$ cat config.mk
export PLATFORM = sky130hd
export DESIGN_NAME = rational_arithmetic_unit
export DESIGN_NICKNAME = d
export VERILOG_FILES = /design/src/design/rau_pkg.sv /design/src/design/rau_div.sv /design/src/design/rau_gcd.sv /design/src/design/rational_arithmetic_unit.sv
export SDC_FILE = /design/constraint.sdc
export NUM_CORES = 2
export LEC_CHECK = 0
export ABC_AREA = 1
export ABC_CLOCK_PERIOD_IN_PS = 8950
export BUFFER_PORTS_ARGS = -buffer_cell sky130_fd_sc_hd__buf_4
export CORE_MARGIN = 2
export CORE_UTILIZATION = 37
export DETAILED_ROUTE_END_ITERATION = 10
export PLACE_DENSITY = 0.5
export SETUP_SLACK_MARGIN = 0.4
export SYNTH_ARGS = -nofsm -noshare
export SYNTH_HDL_FRONTEND = slang
export SYNTH_SLANG_ARGS = --single-unit
$ cat constraint.sdc
create_clock -name clk_i -period 8.95 [get_ports clk_i]
set_input_delay 1.79 -clock clk_i [delete_from_list [all_inputs] [get_ports clk_i]]
set_output_delay 1.79 -clock clk_i [all_outputs]
set_load 0.02 [all_outputs]
$ cat src/design/rau_pkg.sv
package rau_pkg;

  // operand field width, fixed by the word layout
  localparam int OPERAND_WIDTH = 16;
  // magnitude width that holds every product and the sum of two products
  localparam int MAG_W = 2 * OPERAND_WIDTH;
  localparam int RES_NUM_W = 33;
  localparam int RES_DEN_W = 31;
  localparam int ACT_W = 3;

  localparam logic [ACT_W-1:0] ACT_ADD = 3'd0;
  localparam logic [ACT_W-1:0] ACT_SUB = 3'd1;
  localparam logic [ACT_W-1:0] ACT_MUL = 3'd2;
  localparam logic [ACT_W-1:0] ACT_DIV = 3'd3;
  localparam logic [ACT_W-1:0] ACT_RED = 3'd4;

  typedef struct packed {
    logic [ACT_W-1:0]                action;
    logic signed [OPERAND_WIDTH-1:0] a_num;
    logic signed [OPERAND_WIDTH-1:0] a_den;
    logic signed [OPERAND_WIDTH-1:0] b_num;
    logic signed [OPERAND_WIDTH-1:0] b_den;
  } in_word_t;

  typedef struct packed {
    logic signed [RES_NUM_W-1:0] res_num;
    logic [RES_DEN_W-1:0]        res_den;
    logic                        status;
  } out_word_t;

endpackage

$ cat src/design/rau_div.sv
module rau_div (
  input  logic                      clk_i,
  input  logic                      rst_ni,
  input  logic                      start_i,
  input  logic [rau_pkg::MAG_W-1:0] dividend_i,
  input  logic [rau_pkg::MAG_W-1:0] divisor_i,
  output logic                      done_o,
  output logic [rau_pkg::MAG_W-1:0] quot_o
);
  import rau_pkg::*;

  localparam int CW = $clog2(MAG_W + 1);

  logic [MAG_W-1:0] quot_q, rem_q, dsr_q;
  logic [MAG_W-1:0] quot_d, rem_d;
  logic [CW-1:0]    cnt_q;
  logic             busy_q, done_q;
  logic [MAG_W:0]   shifted, diff;
  logic             ge;

  // one restoring step per cycle
  always_comb begin
    shifted = {rem_q, quot_q[MAG_W-1]};
    diff    = shifted - {1'b0, dsr_q};
    ge      = shifted >= {1'b0, dsr_q};
    rem_d   = ge ? diff[MAG_W-1:0] : shifted[MAG_W-1:0];
    quot_d  = {quot_q[MAG_W-2:0], ge};
  end

  always_ff @(posedge clk_i or negedge rst_ni) begin
    if (!rst_ni) begin
      busy_q <= 1'b0;
      done_q <= 1'b0;
      cnt_q  <= '0;
    end else begin
      done_q <= 1'b0;
      if (start_i) begin
        busy_q <= 1'b1;
        cnt_q  <= CW'(MAG_W);
      end else if (busy_q) begin
        cnt_q <= cnt_q - 1'b1;
        if (cnt_q == CW'(1)) begin
          busy_q <= 1'b0;
          done_q <= 1'b1;
        end
      end
    end
  end

  always_ff @(posedge clk_i) begin
    if (start_i) begin
      quot_q <= dividend_i;
      rem_q  <= '0;
      dsr_q  <= divisor_i;
    end else if (busy_q) begin
      quot_q <= quot_d;
      rem_q  <= rem_d;
    end
  end

  assign done_o = done_q;
  assign quot_o = quot_q;

endmodule

$ cat src/design/rau_gcd.sv
module rau_gcd (
  input  logic                      clk_i,
  input  logic                      rst_ni,
  input  logic                      start_i,
  input  logic [rau_pkg::MAG_W-1:0] a_i,
  input  logic [rau_pkg::MAG_W-1:0] b_i,
  output logic                      done_o,
  output logic [rau_pkg::MAG_W-1:0] gcd_o
);
  import rau_pkg::*;

  localparam int KW = $clog2(MAG_W);

  logic [MAG_W-1:0] u_q, v_q, g_q;
  logic [KW-1:0]    k_q;
  logic             busy_q, done_q;
  logic             u_zero;

  // b_i is never zero, so v stays nonzero and u reaches zero
  assign u_zero = (u_q == '0);

  always_ff @(posedge clk_i or negedge rst_ni) begin
    if (!rst_ni) begin
      busy_q <= 1'b0;
      done_q <= 1'b0;
    end else begin
      done_q <= 1'b0;
      if (start_i) begin
        busy_q <= 1'b1;
      end else if (busy_q && u_zero) begin
        busy_q <= 1'b0;
        done_q <= 1'b1;
      end
    end
  end

  // binary gcd: one shift or one compare and subtract per cycle
  always_ff @(posedge clk_i) begin
    if (start_i) begin
      u_q <= a_i;
      v_q <= b_i;
      k_q <= '0;
    end else if (busy_q) begin
      if (u_zero) begin
        g_q <= v_q << k_q;
      end else if (!u_q[0] && !v_q[0]) begin
        u_q <= u_q >> 1;
        v_q <= v_q >> 1;
        k_q <= k_q + 1'b1;
      end else if (!u_q[0]) begin
        u_q <= u_q >> 1;
      end else if (!v_q[0]) begin
        v_q <= v_q >> 1;
      end else if (u_q >= v_q) begin
        u_q <= u_q - v_q;
      end else begin
        v_q <= v_q - u_q;
      end
    end
  end

  assign done_o = done_q;
  assign gcd_o  = g_q;

endmodule

$ cat src/design/rational_arithmetic_unit.sv
// Exact fraction arithmetic: each input word carries an action (add, subtract, multiply,
// divide, reduce; unused codes reduce) and two fractions a_num/a_den and b_num/b_den; each
// result word gives the result in lowest terms with a positive denominator, zero as 0/1,
// or status 1 with zero fields when an operand denominator or the result denominator is
// zero. One word is worked at a time and in_stall_o stays high until its result is queued
// in the output register. An error on an operand denominator goes from the check step
// straight to output, and a division by a zero fraction is caught at the combine step; any
// other word goes through accept, check, up to three products on the one shared multiplier,
// combine, a binary gcd taking one shift or subtract per cycle (its step count set by the
// operand bits), then two divisions on one shift-subtract divider, and output.
// A finished result waits in the output register while the next word is taken.
module rational_arithmetic_unit (
  input  logic                clk_i,
  input  logic                rst_ni,
  input  logic                in_valid_i,
  output logic                in_stall_o,
  input  rau_pkg::in_word_t   in_word_i,
  output logic                out_valid_o,
  input  logic                out_stall_i,
  output rau_pkg::out_word_t  out_word_o
);
  import rau_pkg::*;

  localparam int W     = OPERAND_WIDTH;
  localparam int EXT_W = (MAG_W + 1 > RES_NUM_W) ? MAG_W + 1 : RES_NUM_W;

  // sequencer states
  localparam logic [3:0] S_IDLE  = 4'd0;
  localparam logic [3:0] S_CHK   = 4'd1;
  localparam logic [3:0] S_MUL_A = 4'd2;
  localparam logic [3:0] S_MUL_B = 4'd3;
  localparam logic [3:0] S_MUL_C = 4'd4;
  localparam logic [3:0] S_COMB  = 4'd5;
  localparam logic [3:0] S_GCD   = 4'd6;
  localparam logic [3:0] S_DIVN  = 4'd7;
  localparam logic [3:0] S_DIVD  = 4'd8;
  localparam logic [3:0] S_OUT   = 4'd9;

  // sign and magnitude
  typedef struct packed {
    logic             neg;
    logic [MAG_W-1:0] mag;
  } sm_t;

  function automatic logic [W-1:0] abs_val(input logic [W-1:0] v);
    abs_val = v[W-1] ? (~v + 1'b1) : v;
  endfunction

  function automatic sm_t sm_add(input sm_t x, input sm_t y);
    sm_t r;
    if (x.neg == y.neg) begin
      r.mag = x.mag + y.mag;
      r.neg = x.neg;
    end else if (x.mag >= y.mag) begin
      r.mag = x.mag - y.mag;
      r.neg = x.neg;
    end else begin
      r.mag = y.mag - x.mag;
      r.neg = y.neg;
    end
    sm_add = r;
  endfunction

  logic [3:0]       state_q, state_d;
  logic             out_valid_q, out_valid_d;
  out_word_t        out_q, out_res;

  // captured operands
  logic [ACT_W-1:0] act_q;
  logic             an_neg_q, ad_neg_q, bn_neg_q, bd_neg_q;
  logic [W-1:0]     an_mag_q, ad_mag_q, bn_mag_q, bd_mag_q;

  // products, raw numerator and denominator, error flag
  sm_t              m1_q, m2_q, m3_q;
  sm_t              num_q, den_q;
  sm_t              comb_num, comb_den;
  logic             err_q;

  logic             accept, uses_b, op_err, load_out;
  logic [W-1:0]     mul_x, mul_y;
  logic             mul_neg;
  logic [MAG_W-1:0] mul_p;

  logic             gcd_start, gcd_done;
  logic [MAG_W-1:0] gcd_g;
  logic             div_start, div_done;
  logic [MAG_W-1:0] div_dividend, div_quot;

  logic             res_neg;
  logic [EXT_W-1:0] ext_mag, ext_val;

  assign in_stall_o = (state_q != S_IDLE);
  assign accept     = in_valid_i && !in_stall_o;
  assign uses_b     = (act_q <= ACT_DIV);
  assign op_err     = (ad_mag_q == '0) || (uses_b && (bd_mag_q == '0));
  // a result moves into the output register once the previous one is gone
  assign load_out   = (state_q == S_OUT) && (!out_valid_q || !out_stall_i);

  // shared multiplier, operands picked by the step
  always_comb begin
    case (state_q)
      S_MUL_A: begin
        mul_x   = an_mag_q;
        mul_y   = (act_q == ACT_MUL) ? bn_mag_q : bd_mag_q;
        mul_neg = an_neg_q ^ ((act_q == ACT_MUL) ? bn_neg_q : bd_neg_q);
      end
      S_MUL_B: begin
        mul_x   = ad_mag_q;
        mul_y   = bn_mag_q;
        mul_neg = ad_neg_q ^ bn_neg_q;
      end
      default: begin
        mul_x   = ad_mag_q;
        mul_y   = bd_mag_q;
        mul_neg = ad_neg_q ^ bd_neg_q;
      end
    endcase
    mul_p = MAG_W'(mul_x) * MAG_W'(mul_y);
  end

  // raw numerator and denominator from the stored products
  always_comb begin
    case (act_q)
      ACT_ADD: begin
        comb_num = sm_add(m1_q, m2_q);
        comb_den = m3_q;
      end
      ACT_SUB: begin
        comb_num = sm_add(m1_q, sm_t'{neg: !m2_q.neg, mag: m2_q.mag});
        comb_den = m3_q;
      end
      ACT_MUL: begin
        comb_num = m1_q;
        comb_den = m3_q;
      end
      ACT_DIV: begin
        comb_num = m1_q;
        comb_den = m2_q;
      end
      default: begin
        comb_num = '{neg: an_neg_q, mag: MAG_W'(an_mag_q)};
        comb_den = '{neg: ad_neg_q, mag: MAG_W'(ad_mag_q)};
      end
    endcase
  end

  assign gcd_start    = (state_q == S_COMB) && (comb_den.mag != '0);
  assign div_start    = ((state_q == S_GCD) && gcd_done) || ((state_q == S_DIVN) && div_done);
  assign div_dividend = (state_q == S_GCD) ? num_q.mag : den_q.mag;

  rau_gcd u_gcd (
    .clk_i   (clk_i),
    .rst_ni  (rst_ni),
    .start_i (gcd_start),
    .a_i     (comb_num.mag),
    .b_i     (comb_den.mag),
    .done_o  (gcd_done),
    .gcd_o   (gcd_g)
  );

  rau_div u_div (
    .clk_i      (clk_i),
    .rst_ni     (rst_ni),
    .start_i    (div_start),
    .dividend_i (div_dividend),
    .divisor_i  (gcd_g),
    .done_o     (div_done),
    .quot_o     (div_quot)
  );

  // next state
  always_comb begin
    state_d = state_q;
    case (state_q)
      S_IDLE: begin
        if (accept) state_d = S_CHK;
      end
      S_CHK: begin
        if (op_err) state_d = S_OUT;
        else if (!uses_b) state_d = S_COMB;
        else state_d = S_MUL_A;
      end
      S_MUL_A: state_d = S_MUL_B;
      S_MUL_B: state_d = S_MUL_C;
      S_MUL_C: state_d = S_COMB;
      S_COMB: begin
        state_d = (comb_den.mag == '0) ? S_OUT : S_GCD;
      end
      S_GCD: begin
        if (gcd_done) state_d = S_DIVN;
      end
      S_DIVN: begin
        if (div_done) state_d = S_DIVD;
      end
      S_DIVD: begin
        if (div_done) state_d = S_OUT;
      end
      S_OUT: begin
        if (load_out) state_d = S_IDLE;
      end
      default: state_d = S_IDLE;
    endcase
  end

  always_comb begin
    out_valid_d = out_valid_q;
    if (load_out) out_valid_d = 1'b1;
    else if (!out_stall_i) out_valid_d = 1'b0;
  end

  always_ff @(posedge clk_i or negedge rst_ni) begin
    if (!rst_ni) begin
      state_q     <= S_IDLE;
      out_valid_q <= 1'b0;
    end else begin
      state_q     <= state_d;
      out_valid_q <= out_valid_d;
    end
  end

  // datapath registers
  always_ff @(posedge clk_i) begin
    if (accept) begin
      act_q    <= in_word_i.action;
      an_neg_q <= in_word_i.a_num[W-1];
      ad_neg_q <= in_word_i.a_den[W-1];
      bn_neg_q <= in_word_i.b_num[W-1];
      bd_neg_q <= in_word_i.b_den[W-1];
      an_mag_q <= abs_val(in_word_i.a_num);
      ad_mag_q <= abs_val(in_word_i.a_den);
      bn_mag_q <= abs_val(in_word_i.b_num);
      bd_mag_q <= abs_val(in_word_i.b_den);
      err_q    <= 1'b0;
    end
    case (state_q)
      S_CHK: begin
        if (op_err) err_q <= 1'b1;
      end
      S_MUL_A: m1_q <= '{neg: mul_neg, mag: mul_p};
      S_MUL_B: m2_q <= '{neg: mul_neg, mag: mul_p};
      S_MUL_C: m3_q <= '{neg: mul_neg, mag: mul_p};
      S_COMB: begin
        num_q <= comb_num;
        den_q <= comb_den;
        if (comb_den.mag == '0) err_q <= 1'b1;
      end
      S_DIVN: begin
        if (div_done) num_q.mag <= div_quot;
      end
      S_DIVD: begin
        if (div_done) den_q.mag <= div_quot;
      end
      default: begin
      end
    endcase
    if (load_out) out_q <= out_res;
  end

  // result word: sign goes on the numerator, zero numerator stays positive
  always_comb begin
    res_neg = (num_q.mag != '0) && (num_q.neg != den_q.neg);
    ext_mag = EXT_W'(num_q.mag);
    ext_val = res_neg ? (~ext_mag + 1'b1) : ext_mag;
    if (err_q) begin
      out_res.res_num = '0;
      out_res.res_den = '0;
      out_res.status  = 1'b1;
    end else begin
      out_res.res_num = ext_val[RES_NUM_W-1:0];
      out_res.res_den = RES_DEN_W'(den_q.mag);
      out_res.status  = 1'b0;
    end
  end

  assign out_valid_o = out_valid_q;
  assign out_word_o  = out_q;

  // error words carry zero fields
  a_err_zero: assert property (@(posedge clk_i) disable iff (!rst_ni)
    (out_valid_o && out_word_o.status) |->
      (out_word_o.res_num == '0 && out_word_o.res_den == '0))
    else $error("error word with nonzero fields");

  // gcd finishes only while the sequencer waits for it
  a_gcd_done: assert property (@(posedge clk_i) disable iff (!rst_ni)
    gcd_done |-> (state_q == S_GCD))
    else $error("gcd done outside its step");

  // divider finishes only in a division step
  a_div_done: assert property (@(posedge clk_i) disable iff (!rst_ni)
    div_done |-> (state_q == S_DIVN || state_q == S_DIVD))
    else $error("divider done outside a division step");

  // an accepted word always starts with the operand check
  a_accept_chk: assert property (@(posedge clk_i) disable iff (!rst_ni)
    accept |=> (state_q == S_CHK))
    else $error("accepted word skipped the check step");

endmodule

==> run metrics <==
first-pass GRT wire length=274200 um; Mapped Nets=6935; max-slew violations=0; critical-path maximum fanout=20; drt pass-1 iters=6; Placer Congestion=1.022; vias per inst=5.326; Initial Util=37.23%; Hold-fix buffers, CTS=0; crit path kind=flip-flop to flip-flop; Req. time, crit path=9.43 ns; Area Overhead vs Synth=10.78%; initial antenna violation count=8; Tmin final=8.020 ns; critical path's most frequent cell=fa_1; clk buf depth=3; CTS tree=done; Die Y-Extent=359.5 um; Bufs and invs on worst path=8; ys flop type=edfxtp_1; CTS Buf Count=68; drt total wl=186800 um; pin count of the biggest net entering global routing=67; critical path's largest stage delay=0.54 ns; routed len/inst=23.01 um; RSZ-0062 raised after global routing=yes; fin nets=6988; Rows=130; Slew @ Worst Pin=1.284 ns; CP Launch Type=flip-flop; arrival time at the worst endpoint=8.50 ns; Crit. End Element=flip-flop; sequential fraction of the synthesis area=32.04%; width of the die=359.5 um; TNS Setup=0 ns; Max transition margin=13.85%; gr ovfl total=0; status=finished clean; area of the core=125600 um^2; Boundary Pins=138; Post-route DRC=0; Mapped Area=46750 um^2; IO buf count=137; Final setup viols=0; post-CTS setup buffer count=0; Max Clk Rate=0.1247 GHz; PostCTS Resize Cnt=0; Tcrit/Tclk final=89.60%; ANT nets after route=0; Final HPWL DP=153000 um; clock skew=0.04147 ns; uppermost layer routed=met5; CTS sink cnt=514; Top delay family on crit path=adder cells; ys async rst share=2.918%; CTS root buf=clkbuf_16; Iter 0 DRT Violations=4111; met3 routed WL=12170 um; GR Util All Layers=28.38%; via count of the routed design=43239; post-synthesis cell type count=55; HP Class=flip-flop to flip-flop; number of global-route vias before repair=41817; CTS H-tree depth=3; worst-skew pair later-pin latency=0.68 ns; share of cells above drive strength 1=6.030%; EDFF count, synth=461; critical-path cell with the highest stage delay=fa_1; met1 WL=80850 um; Avg Cell Area, Syn=7.348 um^2; Max Cap Viol=0; Fin. Hold Viols=0; number of synthesized register bits=514; die area=129200 um^2; # diodes=0; Syn Inst Count=6362; CTS clock-pin slew for the worst setup and hold paths=0.06 ns; YS warnings=0; Met2 Wirelength=86060 um; Filler Cell Count=13312
==> cell type report <==
type	instances	area [um^2]	share of cell area [%]
Tap cell	1650	2064	3.986
Clock inverter	40	447.9	0.8649
Sequential cell	514	14980	28.93
Timing Repair Buffer	212	1592	3.073
Clock buffer	83	1788	3.452
Multi-Input combinational cell	4533	26840	51.83
Inverter	1086	4076	7.871
==> cells in the final DEF (no fill, tap or decap), drive strengths merged, types with 14 or more instances in the layout <==
cell type	netlist	layout
buf	64	212
nor2	540	540
xnor2	66	66
nand2	1700	1700
a31oi	14	14
or2	38	38
xor2	135	135
nor4	26	26
nor3	75	75
a21oi	306	306
o21ai	394	394
inv	1070	1078
dfrtp	15	15
clkbuf	165	83
edfxtp	461	461
o211ai	64	64
o21bai	23	23
nand3	456	456
dfxtp	38	38
o22ai	33	33
clkinv	16	34
nand4	71	71
ha	302	302
fa	200	200
mux2i	20	20
==> sequential cells by signal, summed over array words and instances (netlist names), 16 cells and up <==
name          flops
out_word_o       65
den_q            33
m1_q             33
m2_q             33
m3_q             33
ext_mag          32
u_div.dsr_q      32
u_div.quot_o     32
u_div.rem_q      32
u_gcd.gcd_o      32
u_gcd.u_q        32
u_gcd.v_q        32
ad_mag_q         16
an_mag_q         16
bd_mag_q         16
bn_mag_q         16
==> cells by family (layout without fill, tap and decap cells) <==
| kind of cell | after synthesis | count (layout) | share of synthesized area, % |
|---|---|---|---|
| mux | 20 | 20 | 0.4282 |
| flops | 514 | 514 | 32.04 |
| fa+ha+maj | 502 | 502 | 16.65 |
| buf+inv | 1315 | 1421 | 10.81 |
| simple gates | 2922 | 2922 | 25.87 |
| xor+xnor | 201 | 201 | 3.766 |
| compound gates | 888 | 888 | 10.44 |
==> metrics by stage <==
step	area (um^2)	cells	hold slack (ns)	utilization (%)	worst slack [ns]
final	51790	8118	0.4029	41.24	0.9304
after global routing	51790	8118	0.4181	41.24	0.3990
after CTS	51780	8118	0.4059	41.24	0.7953
after detailed placement	49550	7995	0.4045	39.46	0.8301
after global placement	49550	7995	0.4013	39.46	0.8919
after floorplan	46750	6362	0.4003	-	0.8139
==> cells in the mapped netlist, types with 9 or more instances <==
cell type | number | area, um^2
a21o_1 | 13 | 97.59
a21oi_1 | 305 | 1526
a31oi_1 | 14 | 87.58
buf_2 | 43 | 215.2
buf_4 | 9 | 67.56
clkbuf_1 | 165 | 619.3
clkinv_1 | 16 | 60.06
dfrtp_1 | 15 | 375.4
dfxtp_1 | 38 | 760.7
edfxtp_1 | 461 | 13840
fa_1 | 200 | 4004
ha_1 | 302 | 3779
inv_1 | 1063 | 3990
mux2i_1 | 20 | 200.2
nand2_1 | 1697 | 6370
nand3_1 | 456 | 2282
nand4_1 | 71 | 444.2
nor2_1 | 537 | 2016
nor3_1 | 68 | 340.3
nor3b_1 | 9 | 67.56
nor4_1 | 26 | 162.7
o211ai_1 | 64 | 480.5
o21a_1 | 9 | 67.56
o21ai_0 | 359 | 1797
o21ai_1 | 35 | 175.2
o21bai_1 | 23 | 172.7
o221ai_1 | 9 | 78.83
o22ai_1 | 33 | 206.5
or2_2 | 30 | 187.7
xnor2_1 | 66 | 578.1
xor2_1 | 135 | 1182
==> layer usage <==
layer / global-route usage (%) / up-vias
met3: 3.574 / 305
met1: 38.39 / 20831
li1: - / 20553
met2: 46.22 / 1548
met4: 10.89 / 2
met5: 0 / -
==> worst paths after layout <==
check	cells past startpoint	slack (ns)	end	from
worst min-delay path	0	0.40	u_div.dsr_q[1]$_DFFE_PN_	u_gcd.gcd_o[1]$_SDFFCE_PP0P_
worst max-delay path	27	0.93	m2_q[28]$_DFFE_PN_	act_q[1]$_DFFE_PP_
worst max register to register	27	0.93	m2_q[28]$_DFFE_PN_	act_q[1]$_DFFE_PP_
max in group asynchronous	1	7.68	u_gcd.busy_q$_DFFE_PN0P_	rst_ni
min in group asynchronous	1	0.99	out_valid_o$_DFFE_PN0P_	rst_ni
worst min register to register	0	0.40	u_div.dsr_q[1]$_DFFE_PN_	u_gcd.gcd_o[1]$_SDFFCE_PP0P_
Power is not shown: default switching activity piles up to over one toggle a cycle in this logic, so the estimate is an artifact.
